`config.mk`:
```
export PLATFORM = sky130hd
export DESIGN_NAME = tcsal_ram
export DESIGN_NICKNAME = d
export VERILOG_FILES = /design/src/tcsal_ram.sv
export SDC_FILE = /design/constraint.sdc
export NUM_CORES = 1
export LEC_CHECK = 0
export ABC_AREA = 1
export BUFFER_PORTS_ARGS = -buffer_cell sky130_fd_sc_hd__buf_2
export CORE_ASPECT_RATIO = 1.4
export CORE_MARGIN = 2
export CORE_UTILIZATION = 68
export CTS_BUF_LIST = sky130_fd_sc_hd__clkbuf_8
export CTS_CLUSTER_SIZE = 40
export DETAILED_ROUTE_END_ITERATION = 8
export GPL_TIMING_DRIVEN = 0
export PLACE_DENSITY_LB_ADDON = 0.3
export SETUP_SLACK_MARGIN = 0.4
export SKIP_LAST_GASP = 1
export SLEW_MARGIN = 20
export SYNTH_ARGS = -nofsm -noshare
export SYNTH_HDL_FRONTEND = slang
export SYNTH_SLANG_ARGS = --single-unit
```
`constraint.sdc`:
```
create_clock -name clk -period 2.4 [get_ports clk]
set_clock_uncertainty 0.2 [all_clocks]
set_input_delay 0.12 -clock clk [delete_from_list [all_inputs] [get_ports clk]]
set_output_delay 0.12 -clock clk [all_outputs]
set_load 0.005 [all_outputs]
```
`src/tcsal_ram.sv`:
```
// Generic simple dual-port RAM with one write port and a registered read port.
module tcsal_ram #(
	parameter int unsigned WIDTH = 8,
	parameter int unsigned DEPTH = 16,
	localparam int unsigned AW = (DEPTH > 1) ? $clog2(DEPTH) : 1
) (
	input  logic             clk,
	input  logic             we,
	input  logic [AW-1:0]    waddr,
	input  logic [WIDTH-1:0] wdata,
	input  logic [AW-1:0]    raddr,
	output logic [WIDTH-1:0] rdata
);

	logic [WIDTH-1:0] mem [0:DEPTH-1];

	always_ff @(posedge clk) begin
		if (we) begin
			mem[waddr] <= wdata;
		end
		rdata <= mem[raddr];
	end

endmodule

```
# Word-level counts from Yosys, hierarchy flattened
# Memories as Yosys holds them, arrays and structs flattened. A register that Yosys moved wholly into a read port is not among the register bits.
# Index checks and enable logic that the tools add are counted.
dict set report classes {
  mux 2
}
# cell n
set ops {}
lappend ops {{$mux W1} 2}
dict set report totals {
  reg_bits 0
  mem_bits_rw 128
  input_bits 18
  output_inout_bits 8
  mem_count 1
}
# memory depth width read_ports rd_ports_with_merged_regs wr line_no
set memory_table {}
lappend memory_table {mem 16 8 1 1 1 15} ;# logic [WIDTH-1:0] mem [0:DEPTH-1];

# Longest topological paths before layout
# Gate-level depths: netlist of run 1.
dict set report logic_depth {
  depth_word 2
  depth_mapped 8
}

# Worst setup path before layout of run 1
# No wires, ideal clock.
dict set report synth_path {
  path_type {input to register}
  startpoint {input port waddr[2]}
  endpoint {memory mem[10][0], enable pin}
  setup_time_ns 0.370
  arrival_time_ns 0.701
  path_slack_ns 1.129
  path_stages 2
  path_buffers 0
  path_cell_list {nand3b_1 -> nor2_1}
}
# element line_no
set synth_lines {}
lappend synth_lines {{start: declaration} 9} ;# input logic [AW-1:0] waddr,
lappend synth_lines {{end: declaration} 15}
# No word-level cell before the write port.

==> flow_summary.ini, run 1 <==
[clocking]
cts-root-buf = clkbuf_8
numCtsBuffers = 17
ctsHtreeMaxLevel = 4
clock_sinks = 136
path_clk_slew_ps = 70
cts.path.max_buffers = 2
insertion_delay_ps = 440
cts_tree = built

[floorplanning]
design.core.area_sq_um = 8200
die_h_um = 113
die_area_sq_um = 9240
pin_count = 26
dieWidth_um = 81.8
start_util_pct = 70.3
row_count = 39

[grt]
grt_pass1_vias = 4051
grt_pass1_wl_um = 20900
grt_max_degree = 17
grt.total_usage_pct = 32.6
grt_overflow = 0
antenna_found_initial = 0

[power]
sequentialPowerShare_pct = 54.5
p_comb_share_pct = 7.5
internal_power_mw = 3.78
ir_drop_v = 0.000573
p_leak_nw = 2.86
switching_power_mw = 1.12
power_mw = 4.89
p_per_area_nw_per_um2 = 749
swShare_pct = 22.8
clockPowerShare_pct = 38.0

[worst_setup_path]
cp_common_cell = nand3_1
critPathTopFamily = buffers and inverters
r2r_end = rdata[1]$_DFF_P_
slowest_stage = dlygate4sd3_1
critPathLaunchType = input pin
cp.buffers_inverters = 5
path_cells = dlygate4sd3_1 -> buf_2 -> inv_2 -> buf_4 -> nand3_1 -> nand3_1 -> nand3_1 -> nand2_1 -> dlygate4sd3_1
r2r_cells = 7
cp.required_ps = 2590
critPathCaptureType = flip-flop
crit_end = rdata[1]$_DFF_P_
slowest_delay_ps = 530
crit_fanout = 10
path_class = input pin to flip-flop
reg2reg_from = mem[9][1]$_DFFE_PP_
cp.depth = 9
reg2reg_slack_ps = 580
crit_start = raddr[1]
cp.arrival_ps = 2150

[place]
io_buffers = 22
dp_hpwl_um = 8910
gp_congestion = 1.01
dp_slack_ps = 579

[timing]
postLayoutSetupSlackWorst_ps = 435
worst_pin_slew_ps = 912
min_period_ps = 1970
fin_setup_tns_ps = 0
whs_ps = 104
rsz0062_at_grt = false
finalSetupViolations = 0
fmax_ghz = 0.509
fin_crit_sh_pct = 81.9
slew_headroom_pct = 39.0
slew_viol_final = 0
hold_violations = 0

[synthesis]
ys_warn_count = 0
syn_nets = 569
ys_types = 12
seq_area_frac_synth_pct = 69.4
synth_cells = 551
synth.avg_cell_area_sq_um = 10.5
syn_area_sq_um = 5770
synth_seq_cells = 136

[drt]
ant_nets = 0
drt_pass1_iterations = 6
vias_per_cell = 5.68
dr_total_vias = 4093
route.detailed.drc = 0
drt_iter0_drc = 490
wire_per_inst_um = 19.0
finalWirelength_um = 13700

[layout]
final_nets = 623
antenna_cells = 0
area_growth_pct = 13.2
drive_gt1_share_pct = 12.6

[worst_hold_path]
hold_path.class = input pin to flip-flop

[status]
status = finished clean

[flow_run]
max_cap_viol_count = 0
[stage by stage]
step                utilization [%]  area, sq um  std cells
CTS                            79.6         6530        720
finish                         79.7         6530        720
floorplan                         -         5770        551
detailed placement             73.2         6000        675
global placement               73.2         6000        675
global route                   79.7         6530        720
[Yosys cell counts, drive strengths merged]
cell	n	area share, %
nand3b	2	0.26
nand2	173	11
inv	102	6.6
buf	24	2.9
dfxtp	8	2.8
nand3	97	8.4
nor2	17	1.1
edfxtp	128	67
[area by class of cell]
| cell class | instances | area, sq um |
|---|---|---|
| inverters | 102 | 383 |
| fillers | 494 | 1670 |
| clock inverters | 15 | 159 |
| repair buffers | 35 | 240 |
| well taps | 102 | 128 |
| flip-flops and latches | 136 | 4000 |
| clock buffers | 17 | 234 |
| plain buffers | 24 | 169 |
| multi-input cells | 289 | 1210 |
[cell usage in the layout (no fill, tap or decap)]
cell type / count
nand2_1: 173
edfxtp_1: 128
inv_1: 99
nand3_1: 97
buf_2: 34
nor2_1: 17
clkbuf_8: 17
dlygate4sd3_1: 13
dfxtp_1: 8
buf_6: 6
clkinv_2: 6
buf_4: 4
inv_2: 3
clkinvlp_4: 3
bufinv_16: 3
nand3b_1: 2
clkinv_1: 2
clkbuf_4: 1
buf_1: 1
inv_6: 1
[routing by layer]
layer  vias to the layer above  global-route usage (%)  wire, um
met5                         -                       0         0
met3                        66                    8.05      1340
met2                       269                    51.8      6760
met4                         0                    20.1       874
met1                      1874                    39.4      4690
li1                       1884                       -         -
[cells by family after synthesis]
group | Yosys count | synth area share, %
buffers and inverters | 126 | 9.52
flip-flops | 136 | 69.4
AND/OR/NAND/NOR | 289 | 21.0
[power by group through the flow]
stage	registers (mW)	logic [mW]	clock network, mW
2_1_floorplan	2.72	0.187	0
3_3_place_gp	2.72	0.326	0
3_5_place_dp	2.72	0.334	0
4_1_cts	2.67	0.356	1.86
5_1_grt	2.67	0.395	1.95
6_report	2.67	0.366	1.86
[sequential cells by signal, indices dropped and copies added, names as in the netlist]
register	count
mem	128
rdata	8
[repair_timing]
item / CTS / global route
gates resized for setup: 0 / 2
buffers inserted: 0 / 0
hold endpoints to repair: 136 / 0
hold buffers: 13 / 0
endpoints found under the setup margin: 0 / 1
[worst register-to-register path, stage by stage, from the launching register on]
cell           delay (ps)
edfxtp_1              400
inv_1                  70
nand2_1                50
nand3_1               150
nand3_1                90
nand3_1               150
nand2_1                60
dlygate4sd3_1         540
[how the worst min path moves through the flow]
stage	cells after the start	slack, ps	endpoint	from
after global placement	1	300	rdata[1]	rdata[1]$_DFF_P_
after CTS	8	80	rdata[0]$_DFF_P_	raddr[0]
after floorplan	0	20	mem[0][0]$_DFFE_PP_	wdata[0]
after detailed placement	1	300	rdata[7]	rdata[7]$_DFF_P_
final	3	100	mem[15][0]$_DFFE_PP_	waddr[2]
after global routing	8	140	rdata[2]$_DFF_P_	raddr[0]
No activity file was read; power rests on OpenSTA's default activity.
==> inputs of run 2 (changes only) <==
--- a/config.mk
+++ b/config.mk
@@ -9,7 +9,7 @@
 export BUFFER_PORTS_ARGS = -buffer_cell sky130_fd_sc_hd__buf_2
 export CORE_ASPECT_RATIO = 1.4
 export CORE_MARGIN = 2
-export CORE_UTILIZATION = 68
+export CORE_UTILIZATION = 57
 export CTS_BUF_LIST = sky130_fd_sc_hd__clkbuf_8
 export CTS_CLUSTER_SIZE = 40
 export DETAILED_ROUTE_END_ITERATION = 8
==> constraint.sdc (replaced) <==
create_clock -name clk -period 1.7 [get_ports clk]
set_clock_uncertainty 0.2 [all_clocks]
set_input_delay 0.085 -clock clk [delete_from_list [all_inputs] [get_ports clk]]
set_output_delay 0.085 -clock clk [all_outputs]
set_load 0.005 [all_outputs]
==> flow_summary.ini, run 2 (synthesis gave the netlist of run 1 again) <==
[status]
status = finished clean

[power]
switching_power_mw = 1.48
internal_power_mw = 5.13
p_per_area_nw_per_um2 = 1010
sequentialPowerShare_pct = 56.9
clockPowerShare_pct = 35.5
swShare_pct = 22.4
p_comb_share_pct = 7.6
p_leak_nw = 2.88
ir_drop_v = 0.000599

[place]
gp_congestion = 0.899
place_inst = 708
placed_area_sq_um = 6050
dp_hpwl_um = 8720
dp_slack_ps = -92.6
io_buffers = 22

[timing]
min_period_ps = 1290
fin_crit_sh_pct = 76.1
fmax_ghz = 0.773
finalSetupViolations = 0
worst_pin_slew_ps = 819
slew_viol_final = 0
fin_setup_tns_ps = 0
whs_ps = 32.6
hold_violations = 0
slew_headroom_pct = 45.2
postLayoutSetupSlackWorst_ps = 406
rsz0062_at_grt = true

[worst_hold_path]
hold_path.class = input pin to flip-flop

[worst_setup_path]
reg2reg_slack_ps = 470
path_class = input pin to flip-flop
crit_end = mem[4][4]$_DFFE_PP_
r2r_end = rdata[7]$_DFF_P_
reg2reg_from = mem[5][7]$_DFFE_PP_
r2r_cells = 6
crit_fanout = 8
cp.required_ps = 1560
cp.arrival_ps = 1150
critPathLaunchType = input pin
crit_start = waddr[3]
critPathCaptureType = flip-flop

[layout]
seqCellArea_sq_um = 4000
multi_input_area_sq_um = 1230
nFillCells = 802
antenna_cells = 0
final_nets = 624
final_cell_count_no_fill = 754
final_area_sq_um = 6550
reg.largest.list = mem (128), rdata (8)
final_cell_mix = nand2_1, edfxtp_1, inv_1
layout_commonest_cell = nand2_1
area_growth_pct = 13.6
largest_reg_flops = 128
drive_gt1_share_pct = 12.4
top_register = mem

[grt]
grt_max_degree = 17
grt_overflow = 0
grt_pass1_vias = 3805
antenna_found_initial = 0
grt_pass1_wl_um = 20300
grt.total_usage_pct = 26.3

[floorplanning]
start_util_pct = 58.3
design.core.area_sq_um = 9900
die_h_um = 123
dieWidth_um = 89.0
row_count = 43
pin_count = 26
die_area_sq_um = 10900

[clocking]
cts.path.max_buffers = 2
numCtsBuffers = 17
path_clk_slew_ps = 80
cts_tree = built
cts-root-buf = clkbuf_8
insertion_delay_ps = 440
clock_sinks = 136
ctsHtreeMaxLevel = 4

[drt]
drt_pass1_iterations = 6
dr_total_vias = 4037
finalWirelength_um = 13300
wire_per_inst_um = 17.6
ant_nets = 0
drt_iter0_drc = 497
route.detailed.drc = 0
vias_per_cell = 5.35

[flow_run]
max_cap_viol_count = 0
run 2: power groups by stage:
stage                     clock [mW]  combinational [mW]  sequential, mW
after floorplan                    0               0.264            3.84
after global placement             0               0.454            3.83
after detailed placement           0               0.468            3.84
after CTS                       2.34               0.496            3.76
after global routing            2.48               0.553            3.77
final                           2.35               0.506            3.76
run 2: critical path: stages:
cell,delay [ps]
buf_2,120
nand3b_1,260
nor2_1,680
run 2: worst min path at each step:
stage / start / end / slack (ps) / depth (start not counted)
2_1_floorplan: wdata[0] / mem[0][0]$_DFFE_PP_ / -20 / 0
3_3_place_gp: rdata[2]$_DFF_P_ / rdata[2] / 260 / 1
3_5_place_dp: rdata[3]$_DFF_P_ / rdata[3] / 260 / 1
4_1_cts: raddr[2] / rdata[2]$_DFF_P_ / 40 / 5
5_1_grt: raddr[2] / rdata[7]$_DFF_P_ / 60 / 5
6_report: waddr[1] / mem[6][0]$_DFFE_PP_ / 30 / 3
run 2: layer usage:
metal	up-vias	routed length, um	global-route usage (%)	share of wire (%)
met5	-	0	0	0
met4	0	460	13.2	3.5
met3	38	1070	5.34	8.0
met2	246	6450	40.7	48
met1	1871	5330	35.4	40
li1	1882	-	-	-
run 2: area by class of cell:
cell class,count,share of cell area (%)
buffer,24,2.54
clock buffer,20,4.20
clock inverter,12,1.15
inverter,102,5.84
multi-input combinational,289,18.8
sequential,136,61.1
tap,135,2.58
timing repair buffer,36,3.82
run 2: timing repair:
item / 4_1_cts / 5_1_grt
hold endpoints to repair: 136 / 0
hold buffers: 14 / 0
gates resized for setup: 0 / 6
setup buffers: 0 / 0
setup endpoints to repair: 16 / 52
run 2: through the flow:
| step | power [mW] | util, % |
|---|---|---|
| 6_report | 6.62 | 66.2 |
| 5_1_grt | 6.80 | 66.2 |
| 4_1_cts | 6.61 | 66.0 |
| 3_5_place_dp | 4.31 | 61.1 |
| 3_3_place_gp | 4.29 | 61.1 |
| 2_1_floorplan | 4.10 | - |
