### src/tcsal_pkg.sv
// Shared types and constants of the set-associative tile cache.
package tcsal_pkg;

	localparam int unsigned ZOOM_W  = 5;
	localparam int unsigned COORD_W = 24;
	localparam int unsigned STAMP_W = 32;
	localparam int unsigned SLOT_W  = 6;
	localparam int unsigned HASH_W  = 32;

	// Multiply-xor mix of the tile key.
	localparam logic [HASH_W-1:0] HASH_MUL_ZOOM = 32'h9e37_79b9;
	localparam logic [HASH_W-1:0] HASH_MUL_COL  = 32'h85eb_ca6b;
	localparam logic [HASH_W-1:0] HASH_MUL_ROW  = 32'hc2b2_ae35;
	localparam logic [HASH_W-1:0] HASH_MUL_FIN  = 32'h7feb_352d;
	localparam int unsigned       HASH_SHIFT_A  = 16;
	localparam int unsigned       HASH_SHIFT_B  = 15;

	typedef struct packed {
		logic [ZOOM_W-1:0]  zoom;
		logic [COORD_W-1:0] col;
		logic [COORD_W-1:0] row;
	} key_t;

	typedef struct packed {
		key_t               key;
		logic [STAMP_W-1:0] stamp;
	} req_t;

	// One way of a set as it is stored in the set memory.
	typedef struct packed {
		logic               valid;
		key_t               key;
		logic [STAMP_W-1:0] stamp;
	} way_t;

	// Outcome of a lookup apart from the chosen way.
	typedef struct packed {
		logic hit;
		logic evicted;
		key_t ev_key;
	} sel_t;

	typedef enum logic {
		ST_CLEAR,
		ST_RUN
	} state_t;

endpackage

### src/tcsal_hash.sv
// Pipelined key hash and reduction of the hash to a set index.
module tcsal_hash #(
	parameter int unsigned SETS = 16,
	localparam int unsigned SW = (SETS > 1) ? $clog2(SETS) : 1
) (
	input  logic              clk,
	input  logic              arst_n,
	input  logic              in_valid,
	input  tcsal_pkg::req_t   in_req,
	output logic              out_valid,
	output tcsal_pkg::req_t   out_req,
	output logic [SW-1:0]     out_set
);
	import tcsal_pkg::*;

	// Reciprocal of the set count; the estimate it gives is low by at most one.
	localparam logic [63:0]       RECIP_FULL = 64'h1_0000_0000 / SETS;
	localparam logic [HASH_W-1:0] RECIP      = RECIP_FULL[HASH_W-1:0];
	localparam logic [HASH_W-1:0] SETS_C     = HASH_W'(SETS);

	logic              valid_s1, valid_s2, valid_s3, valid_s4;
	req_t              req_s1, req_s2, req_s3, req_s4;
	logic [HASH_W-1:0] h_s1, h_s2, h_s3, q_s3, h_s4, qs_s4;

	logic [HASH_W-1:0] mz, mx, my, h1_mix, h2_mix, qs;
	logic [63:0]       qprod;
	logic [HASH_W-1:0] rem0, rem1;

	assign mz     = {{(HASH_W-ZOOM_W){1'b0}}, in_req.key.zoom} * HASH_MUL_ZOOM;
	assign mx     = {{(HASH_W-COORD_W){1'b0}}, in_req.key.col} * HASH_MUL_COL;
	assign my     = {{(HASH_W-COORD_W){1'b0}}, in_req.key.row} * HASH_MUL_ROW;
	assign h1_mix = h_s1 ^ (h_s1 >> HASH_SHIFT_A);
	assign h2_mix = h_s2 ^ (h_s2 >> HASH_SHIFT_B);
	assign qprod  = {32'd0, h2_mix} * {32'd0, RECIP};
	assign qs     = q_s3 * SETS_C;

	always_ff @(posedge clk or negedge arst_n) begin
		if (!arst_n) begin
			valid_s1 <= 1'b0;
			valid_s2 <= 1'b0;
			valid_s3 <= 1'b0;
			valid_s4 <= 1'b0;
		end else begin
			valid_s1 <= in_valid;
			valid_s2 <= valid_s1;
			valid_s3 <= valid_s2;
			valid_s4 <= valid_s3;
		end
	end

	always_ff @(posedge clk) begin
		req_s1 <= in_req;
		h_s1   <= mz ^ mx ^ my;
		req_s2 <= req_s1;
		h_s2   <= h1_mix * HASH_MUL_FIN;
		req_s3 <= req_s2;
		h_s3   <= h2_mix;
		q_s3   <= qprod[63:32];
		req_s4 <= req_s3;
		h_s4   <= h_s3;
		qs_s4  <= qs;
	end

	// The remainder estimate lies below twice the set count.
	assign rem0 = h_s4 - qs_s4;
	assign rem1 = (rem0 >= SETS_C) ? (rem0 - SETS_C) : rem0;

	assign out_valid = valid_s4;
	assign out_req   = req_s4;
	assign out_set   = (SETS == 1) ? '0 : rem1[SW-1:0];

endmodule

### config.mk
export PLATFORM = sky130hd
export DESIGN_NAME = tcsal_hash
export DESIGN_NICKNAME = d
export VERILOG_FILES = /design/src/tcsal_pkg.sv /design/src/tcsal_hash.sv
export SDC_FILE = /design/constraint.sdc
export NUM_CORES = 2
export LEC_CHECK = 0
export ABC_AREA = 1
export BUFFER_PORTS_ARGS = -buffer_cell sky130_fd_sc_hd__buf_2
export CAP_MARGIN = 20
export CELL_PAD_IN_SITES_DETAIL_PLACEMENT = 1
export CELL_PAD_IN_SITES_GLOBAL_PLACEMENT = 1
export CORE_MARGIN = 1
export CORE_UTILIZATION = 45
export DETAILED_ROUTE_END_ITERATION = 16
export HOLD_SLACK_MARGIN = 0.05
export PLACE_DENSITY = 0.77
export REMOVE_ABC_BUFFERS = 1
export SYNTH_ARGS = -nofsm -noshare
export SYNTH_HDL_FRONTEND = slang
export SYNTH_SLANG_ARGS = --single-unit
export TNS_END_PERCENT = 100
### constraint.sdc
create_clock -name clk -period 5.94 [get_ports clk]
set_input_delay 1.188 -clock clk [delete_from_list [all_inputs] [get_ports clk]]
set_output_delay 1.188 -clock clk [all_outputs]
set_load 0.02 [all_outputs]
# --- Word level (Yosys, flattened, before mapping) ---
# Index checks and enable logic that the tools add are counted.
op_classes:
  n_addsub: 2
  multipliers: 4
  magnitude_cmp: 1
  n_mux: 1
  bitwise_logic: 4
ops:
  columns: ["operator", "n"]
  rows:
  - ["24-bit by 32-bit multiplier with 32-bit output, second input constant", 2]
  - ["32-bit XOR", 2]
  - ["32-bit by 5-bit >= comparator with 1-bit output, second input constant", 1]
  - ["32-bit by 31-bit multiplier with 32-bit output, second input constant", 1]
  - ["5-bit by 32-bit multiplier with 32-bit output, second input constant", 1]
  - ["32-bit subtractor", 1]
  - ["32-bit by 16-bit XOR with 32-bit output", 1]
  - ["32-bit by 17-bit XOR with 32-bit output", 1]
  - ["4-bit two-way mux", 1]
  - ["4-bit by 1-bit subtractor with 4-bit output, second input constant", 1]
totals:
  regBits: 528
  in_bits: 88

# --- Depth between registers and ports, before layout ---
depth:
  word_depth: 3
  ltp_mapped: 30

# --- Least setup slack after synthesis ---
# Ideal clock, no wire load.
synth_timing:
  path_type: "input -> register"
  start: "input in_req[59] (netlist name)"
  end: "register h_s1[24]"
  setup_ns: 0.112
  t_arrival_ns: 6.152
  required_ns: 5.828
  setup_slack_ns: -0.324
  cell_stages: 23
  path_buffers: 0
  path_cell_list: "inv_1 fa_1 fa_1 inv_1 fa_1 fa_1 fa_1 fa_1 inv_1 fa_1 inv_1 ha_1 nand2_1 nor4_2 nand2_1 nand2_1 nand3_1 nand2_1 nand2_1 nand3_1 nand2_1 nand2_1 nand2_1"
synth_via:
  elab_chain_cells: 3
synth_lines:
  columns: ["element", "line_no", "text"]
  rows:
  - ["start: declaration", "tcsal_hash.sv:9", "input tcsal_pkg::req_t in_req,"]
  - ["24-bit by 32-bit multiplier with 32-bit output", "tcsal_hash.sv:30", "assign mx = {{(HASH_W-COORD_W){1'b0}}, in_req.key.col} * HASH_MUL_COL;"]
  - ["32-bit XOR (2 in a row)", "tcsal_hash.sv:53", "h_s1 <= mz ^ mx ^ my;"]
  - ["end signal: assignment", "tcsal_hash.sv:53", null]
  - ["end: declaration", "tcsal_hash.sv:23", "logic [HASH_W-1:0] h_s1, h_s2, h_s3, q_s3, h_s4, qs_s4;"]
# No other way between the ends.

# --- Final worst setup path ---
layout_timing:
  start: "input in_req[41] (netlist name)"
  end: "register h_s1[23]"
layout_via:
  elab_chain_cells: 2
layout_lines:
  columns: ["element", "line_no", "text"]
  rows:
  - ["24-bit by 32-bit multiplier with 32-bit output", "tcsal_hash.sv:31", "assign my = {{(HASH_W-COORD_W){1'b0}}, in_req.key.row} * HASH_MUL_ROW;"]
  - ["32-bit XOR", "tcsal_hash.sv:53", null]
# No other way between the ends.

==> metrics.md <==
| Metric | Value |
|---|---|
| Die Height | 265 um |
| Area grow syn2layout | 26.2% |
| ANT nets after route | 0 |
| Hold path startpoint | req_s1[56] |
| Clock-pin slew on the worst setup and hold paths | 0.07 ns |
| Vias per cell | 5.09 |
| Worst-path cell chain | buf_2 -> ha_2 -> fa_1 -> inv_1 -> fa_1 -> fa_1 -> inv_1 -> fa_1 -> fa_1 -> inv_1 -> fa_1 -> inv_1 -> ha_4 -> a21oi_2 -> o21a_1 -> nand2_1 -> buf_4 -> a21oi_2 -> o21ai_2 -> xnor2_1 -> buf_4 -> inv_1 -> nand2_1 -> nand2_1 |
| Crit end category | register |
| Count of final setup violators | 18 |
| Top Ports | 178 |
| WP buf/inv | 8 |
| Worst Setup SP | in_req[41] |
| Final core occ | 57.4% |
| Layout fillers | 7710 |
| Final instance area | 39400 sq um |
| RSZ-0062 raised after global routing | yes |
| Final worst-path cycle share | 109% |
| Global-route wire length before repair | 158 mm |
| GRT overflow | 0 |
| Post-DP HPWL | 83.5 mm |
| Max_cap viols | 0 |
| Rel. slew slack | 49.3% |
| Gp weighted congestion | 0.971 |
| Sequential area share after synthesis | 25.2% |
| WL/cell | 22.3 um |
| Bufs on Longest Clock Path | 3 |
| Drt pass-1 iters | 5 |
| PnR worst setup slack | -0.520 ns |
| Setup TNS | -4.38 ns |
| Overall global routing resource usage | 29.7% |
| Most used cell, CP | fa_1 |
| Netlist Area Pre-Place | 31200 sq um |
| Crit-path leading delay family | adder cells |
| Ys flop type | dfxtp_1 |
| Critical path depth | 24 |
| Final Max Slew Viols | 0 |
| Distinct cells, synth | 43 |
| Number of cells on the worst reg-to-reg path | 18 |
| Share of cells above drive strength 1 | 25.2% |
| Multi-input logic area | 21600 sq um |
| Initial DRC Count | 1518 |
| TritonCTS clock tree | done |
| Num CTS Buffers | 42 |
| Core area | 68600 sq um |
| RR Startpoint | h_s1[20] |
| H-tree depth | 2 |
| Hold path cells | 0 |
| Die area | 70400 sq um |
| Routed wire length | 108 mm |
| Drc violations | 0 |
| Worst-path maximum fanout | 5 |
| Initial Util | 45.5% |
| Synth Warn # | 0 |
| Outcome | finished, violations left |
| Critical path startpoint category | input port |
| Crit path DAT | 6.96 ns |
| Worst-Skew Late Latency | 0.62 ns |
| Max incr delay on CP | 0.67 ns |
| Worst-Margin Slew | 0.760 ns |
| Via Count | 24700 |
| Syn avg cell area | 9.52 sq um |
| Tmin final | 6.46 ns |
| Rows | 96 |
| Worst Path Required | 6.44 ns |
| Setup Skew | 0.0512 ns |
| PortBufs | 177 |
| Ys async rst share | 1.02% |
| Hold Violations, Final | 0 |
| Min-delay worst type | reg2reg |
| Die width | 265 um |
| Initial antenna violation count | 3 |
| Failing checks | setup timing |
| Maximum clock frequency | 155 MHz |
| Final #Nets | 4858 |
| Clock sinks | 392 |
| Kind of critical path | in2reg |
| CP max-delay cell | fa_1 |
| Antenna diode count | 0 |
| Largest net degree at the start of global routing | 17 |
| #FFs+latches synth | 392 |
| Placed Area | 36000 sq um |
| Gate Count Post-Synth | 3278 |
| FF+latch area | 7870 sq um |
| Vias in the first global route | 27600 |
| Root buffer cell | clkbuf_16 |
| Post-synth EDFFs | 0 |
[sequential cells by signal (all words and copies together), names as in the netlist]
name       cells
h_s2           8
h_s3           4
out_req       85
h_s4           4
out_valid      1
req_s1        85
h_s1          32
valid_s3       1
valid_s1       1
valid_s2       1
req_s3        85
req_s2        85
[synth_stat cells, drive strengths merged, types with 18 or more instances]
library cell	count	share of area, %
a21oi	95	1.7
dfxtp	388	25
fa	420	27
ha	470	19
inv	881	11
nand2	487	6.0
nand3	114	1.9
nand4	23	0.46
nor2	115	1.4
nor3	18	0.30
o21ai	41	0.68
xnor2	68	1.9
xor2	75	2.1
[metal layers]
layer	up-vias	wire length [um]	track usage, %
met4	4	4160	8.62
li1	11100	-	-
met3	291	7110	4.84
met1	12400	44000	38.6
met2	863	52900	50.9
met5	-	27	0
[through the flow]
stage | worst slack (ns) | cells | hold WS, ns
CTS | -0.0661 | 4832 | 0.301
floorplan | -0.324 | 3275 | 0.310
global route | -0.594 | 4844 | 0.302
finish | -0.520 | 4844 | 0.306
detailed placement | -1.06 | 4751 | 0.313
global placement | -0.974 | 4751 | 0.310
[worst paths after layout]
path	to	slack (ns)
worst max-delay path	h_s1[23]	-0.52
worst min-delay path	req_s2[56]	0.31
worst max register to register	h_s2[18]	0.30
worst min register to register	req_s2[56]	0.31
max in group asynchronous	valid_s1	5.42
min in group asynchronous	valid_s3	0.40
[cell usage in the layout (no fill, tap or decap), drive strengths merged, types with 9 or more instances in the layout]
master / instances
a21o: 14
a21oi: 95
buf: 559
clkbuf: 56
clkinv: 10
dfxtp: 388
fa: 420
ha: 470
inv: 888
nand2: 487
nand3: 114
nand3b: 17
nand4: 23
nor2: 115
nor3: 18
o21ai: 41
o21bai: 17
or2: 9
xnor2: 68
xor2: 75
[area by class of cell]
type | instances | share of cell area [%]
multi-input cells | 2002 | 54.9
well taps | 931 | 2.96
inverters | 881 | 8.41
flip-flops and latches | 392 | 20.0
clock buffers | 54 | 2.91
clock inverters | 23 | 0.810
repair buffers | 561 | 9.98
[logic make-up after synthesis]
kind of cell / synth area share [%]
AO/OA/AOI/OAI: 3.35
XOR/XNOR: 4.04
adder cells (fa/ha/maj): 45.8
buffers and inverters: 10.7
flip-flops: 25.2
AND/OR/NAND/NOR: 10.9
[worst register-to-register path, stage by stage, from the launching register on]
cell	delay, ns
dfxtp_1	0.41
xor2_1	0.36
ha_1	0.33
fa_1	0.38
ha_1	0.29
inv_1	0.06
fa_1	0.43
fa_1	0.51
fa_1	0.60
fa_1	0.45
fa_1	0.51
inv_1	0.06
ha_1	0.35
a21oi_1	0.19
o21ai_0	0.14
a21oi_1	0.16
nand2_1	0.13
nand3_1	0.11
nand2_1	0.05
[timing repair]
item	in CTS	in global routing
endpoints found under the setup margin	16	18
setup buffers	4	13
hold buffers	0	0
resized for setup	194	229
pin swaps	83	107
Power is left out: the tool's default activity adds up to more than one toggle a clock period on the data nets, which glitch-free logic cannot reach.
