**src/tcsal_pkg.sv**
```systemverilog
// Shared types and constants of the set-associative tile cache.
package tcsal_pkg;

	localparam int unsigned ZOOM_W  = 5;
	localparam int unsigned COORD_W = 24;
	localparam int unsigned STAMP_W = 32;
	localparam int unsigned SLOT_W  = 6;
	localparam int unsigned HASH_W  = 32;

	// Multiply-xor mix of the tile key.
	localparam logic [HASH_W-1:0] HASH_MUL_ZOOM = 32'h9e37_79b9;
	localparam logic [HASH_W-1:0] HASH_MUL_COL  = 32'h85eb_ca6b;
	localparam logic [HASH_W-1:0] HASH_MUL_ROW  = 32'hc2b2_ae35;
	localparam logic [HASH_W-1:0] HASH_MUL_FIN  = 32'h7feb_352d;
	localparam int unsigned       HASH_SHIFT_A  = 16;
	localparam int unsigned       HASH_SHIFT_B  = 15;

	typedef struct packed {
		logic [ZOOM_W-1:0]  zoom;
		logic [COORD_W-1:0] col;
		logic [COORD_W-1:0] row;
	} key_t;

	typedef struct packed {
		key_t               key;
		logic [STAMP_W-1:0] stamp;
	} req_t;

	// One way of a set as it is stored in the set memory.
	typedef struct packed {
		logic               valid;
		key_t               key;
		logic [STAMP_W-1:0] stamp;
	} way_t;

	// Outcome of a lookup apart from the chosen way.
	typedef struct packed {
		logic hit;
		logic evicted;
		key_t ev_key;
	} sel_t;

	typedef enum logic {
		ST_CLEAR,
		ST_RUN
	} state_t;

endpackage

```
**src/tcsal_way_sel.sv**
```systemverilog
// Hit detection, victim choice and row update for one set.
module tcsal_way_sel #(
	parameter int unsigned NW = 4,
	localparam int unsigned WW = (NW > 1) ? $clog2(NW) : 1
) (
	input  tcsal_pkg::way_t [NW-1:0] row,
	input  tcsal_pkg::req_t          req,
	output logic [WW-1:0]            way,
	output tcsal_pkg::sel_t          sel,
	output tcsal_pkg::way_t [NW-1:0] new_row
);
	import tcsal_pkg::*;

	localparam int unsigned LV = (NW > 1) ? $clog2(NW) : 0;
	localparam int unsigned NP = 1 << LV;

	logic               hit, have_empty;
	logic [WW-1:0]      hit_way, empty_way, lru_way;
	logic [STAMP_W-1:0] t_st [0:LV][0:NP-1];
	logic [WW-1:0]      t_ix [0:LV][0:NP-1];

	always_comb begin
		hit        = 1'b0;
		have_empty = 1'b0;
		hit_way    = '0;
		empty_way  = '0;
		for (int w = NW - 1; w >= 0; w--) begin
			if (row[w].valid && row[w].key == req.key) begin
				hit     = 1'b1;
				hit_way = WW'(w);
			end
			if (!row[w].valid) begin
				have_empty = 1'b1;
				empty_way  = WW'(w);
			end
		end
	end

	// Minimum-stamp tree; on a tie the lower way wins. Padding sits above the real ways.
	always_comb begin
		for (int l = 0; l <= LV; l++) begin
			for (int n = 0; n < NP; n++) begin
				t_st[l][n] = '1;
				t_ix[l][n] = '0;
			end
		end
		for (int n = 0; n < NW; n++) begin
			t_st[0][n] = row[n].stamp;
			t_ix[0][n] = WW'(n);
		end
		for (int n = NW; n < NP; n++) begin
			t_ix[0][n] = WW'(n);
		end
		for (int l = 0; l < LV; l++) begin
			for (int n = 0; n < (NP >> (l + 1)); n++) begin
				if (t_st[l][2*n+1] < t_st[l][2*n]) begin
					t_st[l+1][n] = t_st[l][2*n+1];
					t_ix[l+1][n] = t_ix[l][2*n+1];
				end else begin
					t_st[l+1][n] = t_st[l][2*n];
					t_ix[l+1][n] = t_ix[l][2*n];
				end
			end
		end
		lru_way = t_ix[LV][0];
	end

	always_comb begin
		priority if (hit) begin
			way = hit_way;
		end else if (have_empty) begin
			way = empty_way;
		end else begin
			way = lru_way;
		end
		sel.hit     = hit;
		sel.evicted = !hit && !have_empty;
		sel.ev_key  = sel.evicted ? row[way].key : '0;
		new_row     = row;
		new_row[way].stamp = req.stamp;
		if (!hit) begin
			new_row[way].valid = 1'b1;
			new_row[way].key   = req.key;
		end
	end

endmodule

```
**config.mk**
```make
export PLATFORM = sky130hd
export DESIGN_NAME = tcsal_way_sel
export DESIGN_NICKNAME = d
export VERILOG_FILES = /design/src/tcsal_pkg.sv /design/src/tcsal_way_sel.sv
export SDC_FILE = /design/constraint.sdc
export NUM_CORES = 1
export LEC_CHECK = 0
export BUFFER_PORTS_ARGS = -buffer_cell sky130_fd_sc_hd__buf_4
export CAP_MARGIN = 20
export CELL_PAD_IN_SITES_DETAIL_PLACEMENT = 0
export CELL_PAD_IN_SITES_GLOBAL_PLACEMENT = 2
export CORE_AREA = 2 2 319 321
export DETAILED_ROUTE_END_ITERATION = 10
export DIE_AREA = 0 0 321 323
export GPL_ROUTABILITY_DRIVEN = 0
export PLACE_DENSITY = 0.62
export SLEW_MARGIN = 40
export SYNTH_ARGS = -nofsm -noshare
export SYNTH_HDL_FRONTEND = slang
export SYNTH_SLANG_ARGS = --single-unit
```
**constraint.sdc**
```tcl
create_clock -name vclk -period 10.2
set_input_delay 1.53 -clock vclk [all_inputs]
set_output_delay 1.53 -clock vclk [all_outputs]
set_load 0.005 [all_outputs]
```
# Yosys cells after proc, flatten, opt, wreduce, memory -nomap -nowiden

Index checks and enable logic that the tools add are counted.

Bits in read-only memories: 0
Memories kept: 0
RAM bits: 0
Register bits after elaboration: 0
Word-level logic and storage cells: 53
Latch bits: 0

Muxes and demuxes: 36
Add/sub/neg operators: 0
Shift-type cells: 0
Divide/modulo/power cells: 0
$mul: 0
Eq/ne operators: 4
Reduce and logical (&&, ||, !) cells: 8
Bitwise operators: 0
Order comparisons: 5

Operators by type and width:

| operator             | number |
|---|---|
| $bwmux W344          | 3 |
| $demux W86 S2        | 3 |
| $mux W344            | 1 |
| $eq A53 B53 Y1       | 4 |
| $bmux W86 S2         | 1 |
| $mux W85             | 2 |
| $lt A32 B32 Y1       | 3 |
| $mux W32             | 3 |
| $mux W86             | 1 |
| $mux W53             | 1 |
| $mux W2              | 11 |
| $mux W1              | 10 |
| $logic_and A1 B1 Y1  | 6 |
| $lt A2 B3 Y1 const B | 1 |
| $ge A2 B1 Y1 const B | 1 |
| $logic_not A1 Y1     | 2 |

# Depth between registers and ports, before layout

Gate-level depths: netlist of the first run.

Depth in word-level cells: 15
Gate-level depth with buffers: 24
Gate-level depth less buffers: 21

# Least setup slack after synthesis of the first run

Ideal clock, no wire load.

Path type: input port to output port
Start point: input row[25] (netlist name)
End point: output new_row[100] (netlist name)
Stages on the path: 22
Path buffers: 3
Arrival: 6.484 ns
Path slack: 2.186 ns
Data required time: 8.670 ns
Cells stage by stage: inv_1 ha_1 a21o_1 a221o_1 a221o_1 a211oi_1 clkbuf_1 nor2_1 a21oi_1 ha_1 a21o_1 a21o_1 a211oi_1 nor3_1 nor3_1 o21ai_0 a21oi_1 mux2_4 buf_6 nor2_1 buf_2 mux2_2

RTL lines:

| item               | RTL line            | text |
|---|---|---|
| start: declaration | tcsal_way_sel.sv:6  | `input tcsal_pkg::way_t [NW-1:0] row,` |
| end: declaration   | tcsal_way_sel.sv:10 | `output tcsal_pkg::way_t [NW-1:0] new_row` |

==> results of run 1 <==
==> cell usage after synthesis (3+ instances only) <==
cell type and instances:
o211ai_1 3, o2111ai_1 13, nand2_1 67, mux2_2 171
mux2_1 102, nand2b_1 71, xnor2_1 65, buf_4 3
ha_1 93, a221o_1 3, nor2_1 60, nor4b_1 5
or2_2 3, or4_1 7, a21oi_1 64, o21ai_0 109
a2111oi_0 3, nor3_1 15, nand3_1 83, clkbuf_1 84
mux2i_1 5, xor2_1 111, inv_1 84, a21o_1 11
o21a_1 3, nor2b_1 4, nand4b_1 3, and4_1 5
buf_2 36, nand4_1 65, mux4_2 53, and2_1 54
a211oi_1 7, nor4_1 61, buf_6 5
==> path summary, 6_finish.rpt <==
check / to / cells after the start / slack [ps]
setup / recovery: sel[4] / 24 / 690
hold / removal: new_row[35] / 3 / 3370
==> worst max-delay path, cell delays in order <==
cell and delay [ps]:
buf_4 110, inv_1 140, ha_1 280, a21oi_1 150
o21ai_0 210, a221oi_1 440, o211ai_1 260, nor2_4 430
buf_4 370, o21ai_0 140, ha_1 330, a21o_1 180
a21o_1 180, a211oi_1 240, nor3_1 100, nor3_1 230
a211oi_1 110, buf_4 150, a21oi_1 440, mux2_8 340
buf_4 570, mux4_2 660, and2_1 190, buf_4 140
==> layout make-up <==
type / instances / area (um2)
multi-input combinational: 1348 / 11400
fill: 11500 / 80700
inverter: 86 / 323
tap: 1309 / 1640
antenna: 6 / 15.0
timing repair buffer: 864 / 6660
==> cell families after synthesis <==
kind of cell             share of synthesized area (%)
buffers and inverters                             7.39
XOR/XNOR                                          12.7
AO/OA/AOI/OAI                                     11.3
multiplexers                                      35.7
adder cells (fa/ha/maj)                           9.58
AND/OR/NAND/NOR                                   23.4
==> metal layers <==
| layer | global-route usage [%] | up-vias | wire [um] |
|---|---|---|---|
| li1 | - | 7243 | - |
| met2 | 40.9 | 769 | 61600 |
| met1 | 23.7 | 7897 | 44100 |
| met5 | 0 | - | 13 |
| met4 | 5.02 | 2 | 3120 |
| met3 | 3.82 | 112 | 7120 |
==> power by group through the flow <==
| stage | clock network, uW | logic (uW) | registers (uW) |
|---|---|---|---|
| final | 0.0000272 | 1680 | 0 |
| after global routing | 0.0000397 | 1800 | 0 |
| after CTS | 0 | 1710 | 0 |
| after detailed placement | 0 | 1700 | 0 |
| after global placement | 0 | 1700 | 0 |
| after floorplan | 0 | 743 | 0 |
==> metrics by stage <==
stage | utilization (%) | cell area, um2 | cells
floorplan | - | 12100 | 1562
global placement | 19.8 | 19900 | 3606
detailed placement | 19.8 | 20000 | 3607
CTS | 19.8 | 20000 | 3607
global route | 19.8 | 20000 | 3610
finish | 19.9 | 20000 | 3613
==> flow_summary.json, run 1 <==
{
  "cts_resized": 0,
  "synth_area_leader_cell": "mux2_2",
  "post-route-period-util_pct": 93.2,
  "finalSetupViolCount": 0,
  "clockPowerShare_pct": 0,
  "worstSetupPathType": "input port to output port",
  "die_y_um": 323,
  "ff_latch_area_um2": 0,
  "drc": 0,
  "synth_cell_types": 58,
  "mostFrequentLayoutCells": "buf_4, mux2_2, xor2_1",
  "final_layout_size_suffix_gt1_share_pct": 48.3,
  "first_pass_iters": 7,
  "pwr-share-comb_pct": 100.0,
  "internal_power_uw": 772,
  "synth_top_area_share_pct": 15.9,
  "via_count": 16000,
  "wl_per_cell_um": 32.1,
  "cp_data_arrival_time_ps": 7980,
  "yosysWarnings": 0,
  "status": "complete, no violations",
  "netlist_area_um2": 12100,
  "dp_hpwl_mm": 101,
  "grt_pass1_vias": 16600,
  "design_power_total_uw": 1680,
  "fp.dieW_um": 321,
  "maxSlewHeadroom_pct": 34.5,
  "cts_setup_buffers": 0,
  "grt_pass1_wl_mm": 151,
  "p_per_area_nw_per_um2": 84.0,
  "hold_violations": 0,
  "worstSetupStartpoint": "row[193]",
  "antenna_found_initial": 10,
  "synth_area_leaders": "mux2_2, mux4_2, ha_1",
  "layout_commonest_cell": "buf_4",
  "worst_hold_slack_ps": 3370,
  "hold_buffers": 0,
  "cellLeakagePower_uw": 0.00881,
  "nets": 2822,
  "grt.total_usage_pct": 21.2,
  "n_clock_buffer": 0,
  "fmax_mhz": 105,
  "min_path_type": "input port to output port",
  "start_util_pct": 12.1,
  "drv_slew": 0,
  "ios": 830,
  "place_ws_ps": 527,
  "syn_to_final_growth_pct": 64.7,
  "rows": 117,
  "wirelength_mm": 116,
  "fin_crit_ps": 9510,
  "seqPwrFrac_pct": 0,
  "drtIter0Drc": 907,
  "startpoint_type": "input port",
  "required_ps": 8670,
  "worst_slack_ps": 691,
  "seq_area_frac_synth_pct": 0,
  "drtAntennaViolNets": 0,
  "max-cap-violations": 0,
  "syn_area_per_cell_um2": 7.77,
  "switching_share_pct": 54.0,
  "tightest_slew_ps": 973,
  "critical_path.max_fanout": 39,
  "netlist_instances": 1562,
  "portBuffers": 830,
  "placeableCoreArea_um2": 101000,
  "timing.critical_path.to_type": "output port",
  "rsz0062_at_grt": "no",
  "worst_ir_drop_vdd_uv": 55.6,
  "fin_tns_setup_ps": 0,
  "hold_start": "row[35]",
  "die_area_um2": 104000,
  "via_per_inst": 4.43,
  "seq_cells": 0,
  "synth_nets": 2084,
  "grt-ovfl-total": 0,
  "grt_max_degree": 63,
  "power_switching_uw": 907
}
No activity file was read; power rests on OpenSTA's default activity.
==> run 2, diff against run 1 <==
CORE_AREA = 2 2 324 326   (was 2 2 319 321)
DIE_AREA = 0 0 326 328   (was 0 0 321 323)
PLACE_DENSITY = 0.61   (was 0.62)
clock period = 12.2 ns   (was 10.2 ns; I/O delays follow)
==> run 2 against run 1 <==
Worst setup slack gained 810 ps. Final cell count grew 1.6%. Critical endpoint is now sel[2]. Global-route usage is 0.34 points lower. Hold slack improved by 610 ps. Final area is 0.44% lower. First-iteration DRC count decreased by 6.9%. Non-clock buffer count is 13 lower. Die area grew 3.1%. Critical path depth shrank 1. Core utilization shrank 0.56 points.
==> flow_summary.json, run 2 (synthesized netlist as in run 1, its figures left out) <==
{
  "cp_data_arrival_time_ps": 8870,
  "worst_hold_slack_ps": 3980,
  "layout_commonest_cell": "buf_4",
  "required_ps": 10370,
  "mostFrequentLayoutCells": "buf_4, mux2_2, xor2_1",
  "worstPathCellList": "buf_4, inv_1, ha_1, a21o_1, a221o_1, a221o_1, a211oi_4, buf_4, nor2_1, a21oi_1, ha_1, a21o_1, a21o_1, a21oi_1, o211ai_1, nor3_1, o21ai_0, a21oi_1, mux2_8, buf_4, mux4_2, and2_1, buf_4",
  "hold_start": "row[45]",
  "fp.dieW_um": 326,
  "critical-path-top-delay-family": "compound AO/OA/AOI/OAI gates",
  "grt_pass1_vias": 16800,
  "grt_pass1_wl_mm": 154,
  "cp_num_buf_inv": 5,
  "die_y_um": 328,
  "antenna_found_initial": 16,
  "cpPeakStageDelay_ps": 650,
  "critical_path.max_fanout": 48,
  "placeableCoreArea_um2": 103000,
  "worst_slack_ps": 1500,
  "drv_slew": 0,
  "place_ws_ps": 1300,
  "max-cap-violations": 0,
  "grt_max_degree": 59,
  "worstSetupPathType": "input port to output port",
  "n_clock_buffer": 0,
  "via_per_inst": 4.36,
  "grt-ovfl-total": 0,
  "final_layout_size_suffix_gt1_share_pct": 48.0,
  "cp.depth": 23,
  "tightest_slew_ps": 827,
  "wirelength_mm": 118,
  "fin_crit_ps": 10700,
  "timing.critical_path.to_type": "output port",
  "ios": 830,
  "nets": 2809,
  "startpoint_type": "input port",
  "wl_per_cell_um": 32.1,
  "fin_util_pct": 19.3,
  "cp_common_cell": "buf_4",
  "ff_latch_area_um2": 0,
  "min_path_type": "input port to output port",
  "grt.total_usage_pct": 20.8,
  "rsz0062_at_grt": "no",
  "endpoint": "sel[2]",
  "fmax_mhz": 93.4,
  "die_area_um2": 107000,
  "portBuffers": 830,
  "finalSetupViolCount": 0,
  "worst_path_max_delay_cell": "mux4_2",
  "fin_tns_setup_ps": 0,
  "fill_cells": 11800,
  "dp_hpwl_mm": 102,
  "maxSlewHeadroom_pct": 44.4,
  "cts_resized": 0,
  "cts_setup_buffers": 0,
  "first_pass_iters": 5,
  "hold_violations": 0,
  "via_count": 16000,
  "drtIter0Drc": 844,
  "status": "complete, no violations",
  "hold_buffers": 0,
  "drc": 0,
  "drtAntennaViolNets": 0,
  "post-route-period-util_pct": 87.7,
  "worstSetupStartpoint": "row[25]",
  "rows": 118,
  "syn_to_final_growth_pct": 64.0,
  "seq_cells": 0,
  "start_util_pct": 11.8
}
[run 2: final cells by class]
| cell class | count | area (um2) | share of cell area, % |
|---|---|---|---|
| diodes | 6 | 15.0 | 0.0754 |
| inverters | 86 | 323 | 1.62 |
| multi-input cells | 1348 | 11400 | 57.1 |
| well taps | 1380 | 1730 | 8.67 |
| repair buffers | 851 | 6470 | 32.5 |
[run 2: worst min-delay path by stage]
stage / end / slack [ps] / cells past startpoint
5_1_grt: new_row[228] / 3990 / 3
3_5_place_dp: new_row[297] / 3980 / 3
3_3_place_gp: new_row[45] / 3980 / 3
4_1_cts: new_row[250] / 3980 / 3
2_1_floorplan: new_row[85] / 3730 / 1
6_report: new_row[45] / 3980 / 3
[run 2: per-layer routing]
layer | share of wire [%] | GRT usage (%)
met5 | 0.038 | 0
met3 | 5.5 | 3.41
met2 | 54 | 40.9
met1 | 38 | 23.0
met4 | 2.8 | 4.89
[run 2: per-stage QoR]
| stage | instance area [um2] | cells |
|---|---|---|
| floorplan | 12100 | 1562 |
| global placement | 19800 | 3663 |
| detailed placement | 19900 | 3664 |
| CTS | 19900 | 3664 |
| global route | 19900 | 3668 |
| finish | 19900 | 3671 |
==> run 3, diff against run 2 <==
PLACE_DENSITY = not set   (was 0.61)
PLACE_DENSITY_LB_ADDON = 0.12   (was not set)
==> run 3 against run 2 <==
Non-clock buffer count grew 6. Die area is the same. Core utilization is essentially flat. Final cell count is essentially flat. Global-route usage shrank 0.25 points. Via count shrank 0.65%. Hold slack lost 5.3 ps. Critical path depth grew 1. Critical path type unchanged. First-iteration DRC count grew 5.8%.
==> flow_summary.json, run 3 (synthesized netlist as in run 1, its figures left out) <==
{
  "fin_util_pct": 19.3,
  "worst_ir_drop_vdd_uv": 43.4,
  "via_per_inst": 4.33,
  "timing.critical_path.to_type": "output port",
  "ff_latch_area_um2": 0,
  "wirelength_mm": 116,
  "drc": 0,
  "drtIter0Drc": 893,
  "rows": 118,
  "layout_commonest_cell": "buf_4",
  "postLayoutCellArea_um2": 19900,
  "grt.total_usage_pct": 20.6,
  "portBuffers": 830,
  "worst_slack_ps": 1690,
  "cp_data_arrival_time_ps": 8680,
  "cellLeakagePower_uw": 0.00875,
  "worstSetupPathType": "input port to output port",
  "cts_resized": 0,
  "cts_setup_buffers": 0,
  "status": "complete, no violations",
  "cpPeakStageDelay_ps": 640,
  "die_y_um": 328,
  "finalSetupViolCount": 0,
  "grt_pass1_wl_mm": 152,
  "dp_hpwl_mm": 102,
  "nets": 2815,
  "post-route-period-util_pct": 86.2,
  "worstPathCellList": "buf_4, inv_1, ha_1, and2_1, a221o_1, a221o_1, a211oi_4, buf_4, nor2_1, a21oi_1, ha_1, a21oi_1, o2111ai_1, a31oi_1, a211oi_1, nor3_1, o21ai_0, a211oi_1, nor2_4, buf_4, nor2_4, buf_4, mux2_2, buf_4",
  "min_path_type": "input port to output port",
  "syn_to_final_growth_pct": 64.1,
  "grt_pass1_vias": 16400,
  "max-cap-violations": 0,
  "maxSlewHeadroom_pct": 44.5,
  "antenna_found_initial": 13,
  "via_count": 15900,
  "start_util_pct": 11.8,
  "fp.dieW_um": 326,
  "ios": 830,
  "placeableCoreArea_um2": 103000,
  "hold_violations": 0,
  "rsz0062_at_grt": "no",
  "placed_area_um2": 19900,
  "grt_max_degree": 46,
  "startpoint_type": "input port",
  "drtAntennaViolNets": 0,
  "drv_slew": 0,
  "tightest_slew_ps": 832,
  "worst_path_max_delay_cell": "nor2_4",
  "mostFrequentLayoutCells": "buf_4, mux2_2, xor2_1",
  "critical_path.max_fanout": 44,
  "final_layout_size_suffix_gt1_share_pct": 48.1,
  "n_clock_buffer": 0,
  "fin_crit_ps": 10510,
  "die_area_um2": 107000,
  "wl_per_cell_um": 31.6,
  "grt-ovfl-total": 0,
  "place_ws_ps": 1540,
  "cp_common_cell": "buf_4",
  "required_ps": 10370,
  "seq_cells": 0,
  "fill_cells": 11700,
  "hold_buffers": 0,
  "p_per_area_nw_per_um2": 69.0,
  "fmax_mhz": 95.1,
  "first_pass_iters": 7,
  "fin_tns_setup_ps": 0
}
[run 3: changes by cell type in the layout (fill, tap and decap cells not counted), sizes merged]
| cell | delta |
|---|---|
| diode | -3 |
| buf | +6 |
[run 3: final cells by class]
type	instances	area (um2)	area share (%)
Inverter	86	323	1.62
Tap cell	1380	1730	8.67
Antenna cell	3	7.51	0.0377
Timing Repair Buffer	857	6500	32.6
Multi-Input combinational cell	1348	11400	57.0
[run 3: worst max-delay path: cells and delay by family]
kind,cells,cell delay [ps]
AOI/OAI and AO/OA,10,2850
adders and majority gates,2,550
buffers and inverters,6,1540
muxes,1,370
and+or+nand+nor,5,1450
[run 3: final timing paths]
path | from | endpoint | cells after the start
setup / recovery | row[27] | new_row[286] | 24
hold / removal | row[76] | new_row[76] | 3
[run 3: per-layer routing]
layer / vias up / track usage (%) / part of all wire, %
met1: 7977 / 23.9 / 39
met3: 47 / 2.58 / 4.7
met2: 661 / 41.0 / 55
met5: - / 0 / 0.047
met4: 8 / 1.94 / 1.1
li1: 7219 / - / -
[run 3: power breakdown]
group | internal (uW) | total, uW | switching, uW
clock | 0.0000296 | 0.0000296 | 0
sequential | 0 | 0 | 0
combinational | 630 | 1380 | 746
[run 3: metrics by stage]
stage	hold WS, ps	std cells	total power (uW)
floorplan	3730	1562	621
global placement	3980	3667	1400
detailed placement	3980	3670	1400
CTS	3980	3670	1410
global route	4000	3671	1470
finish	3970	3674	1380
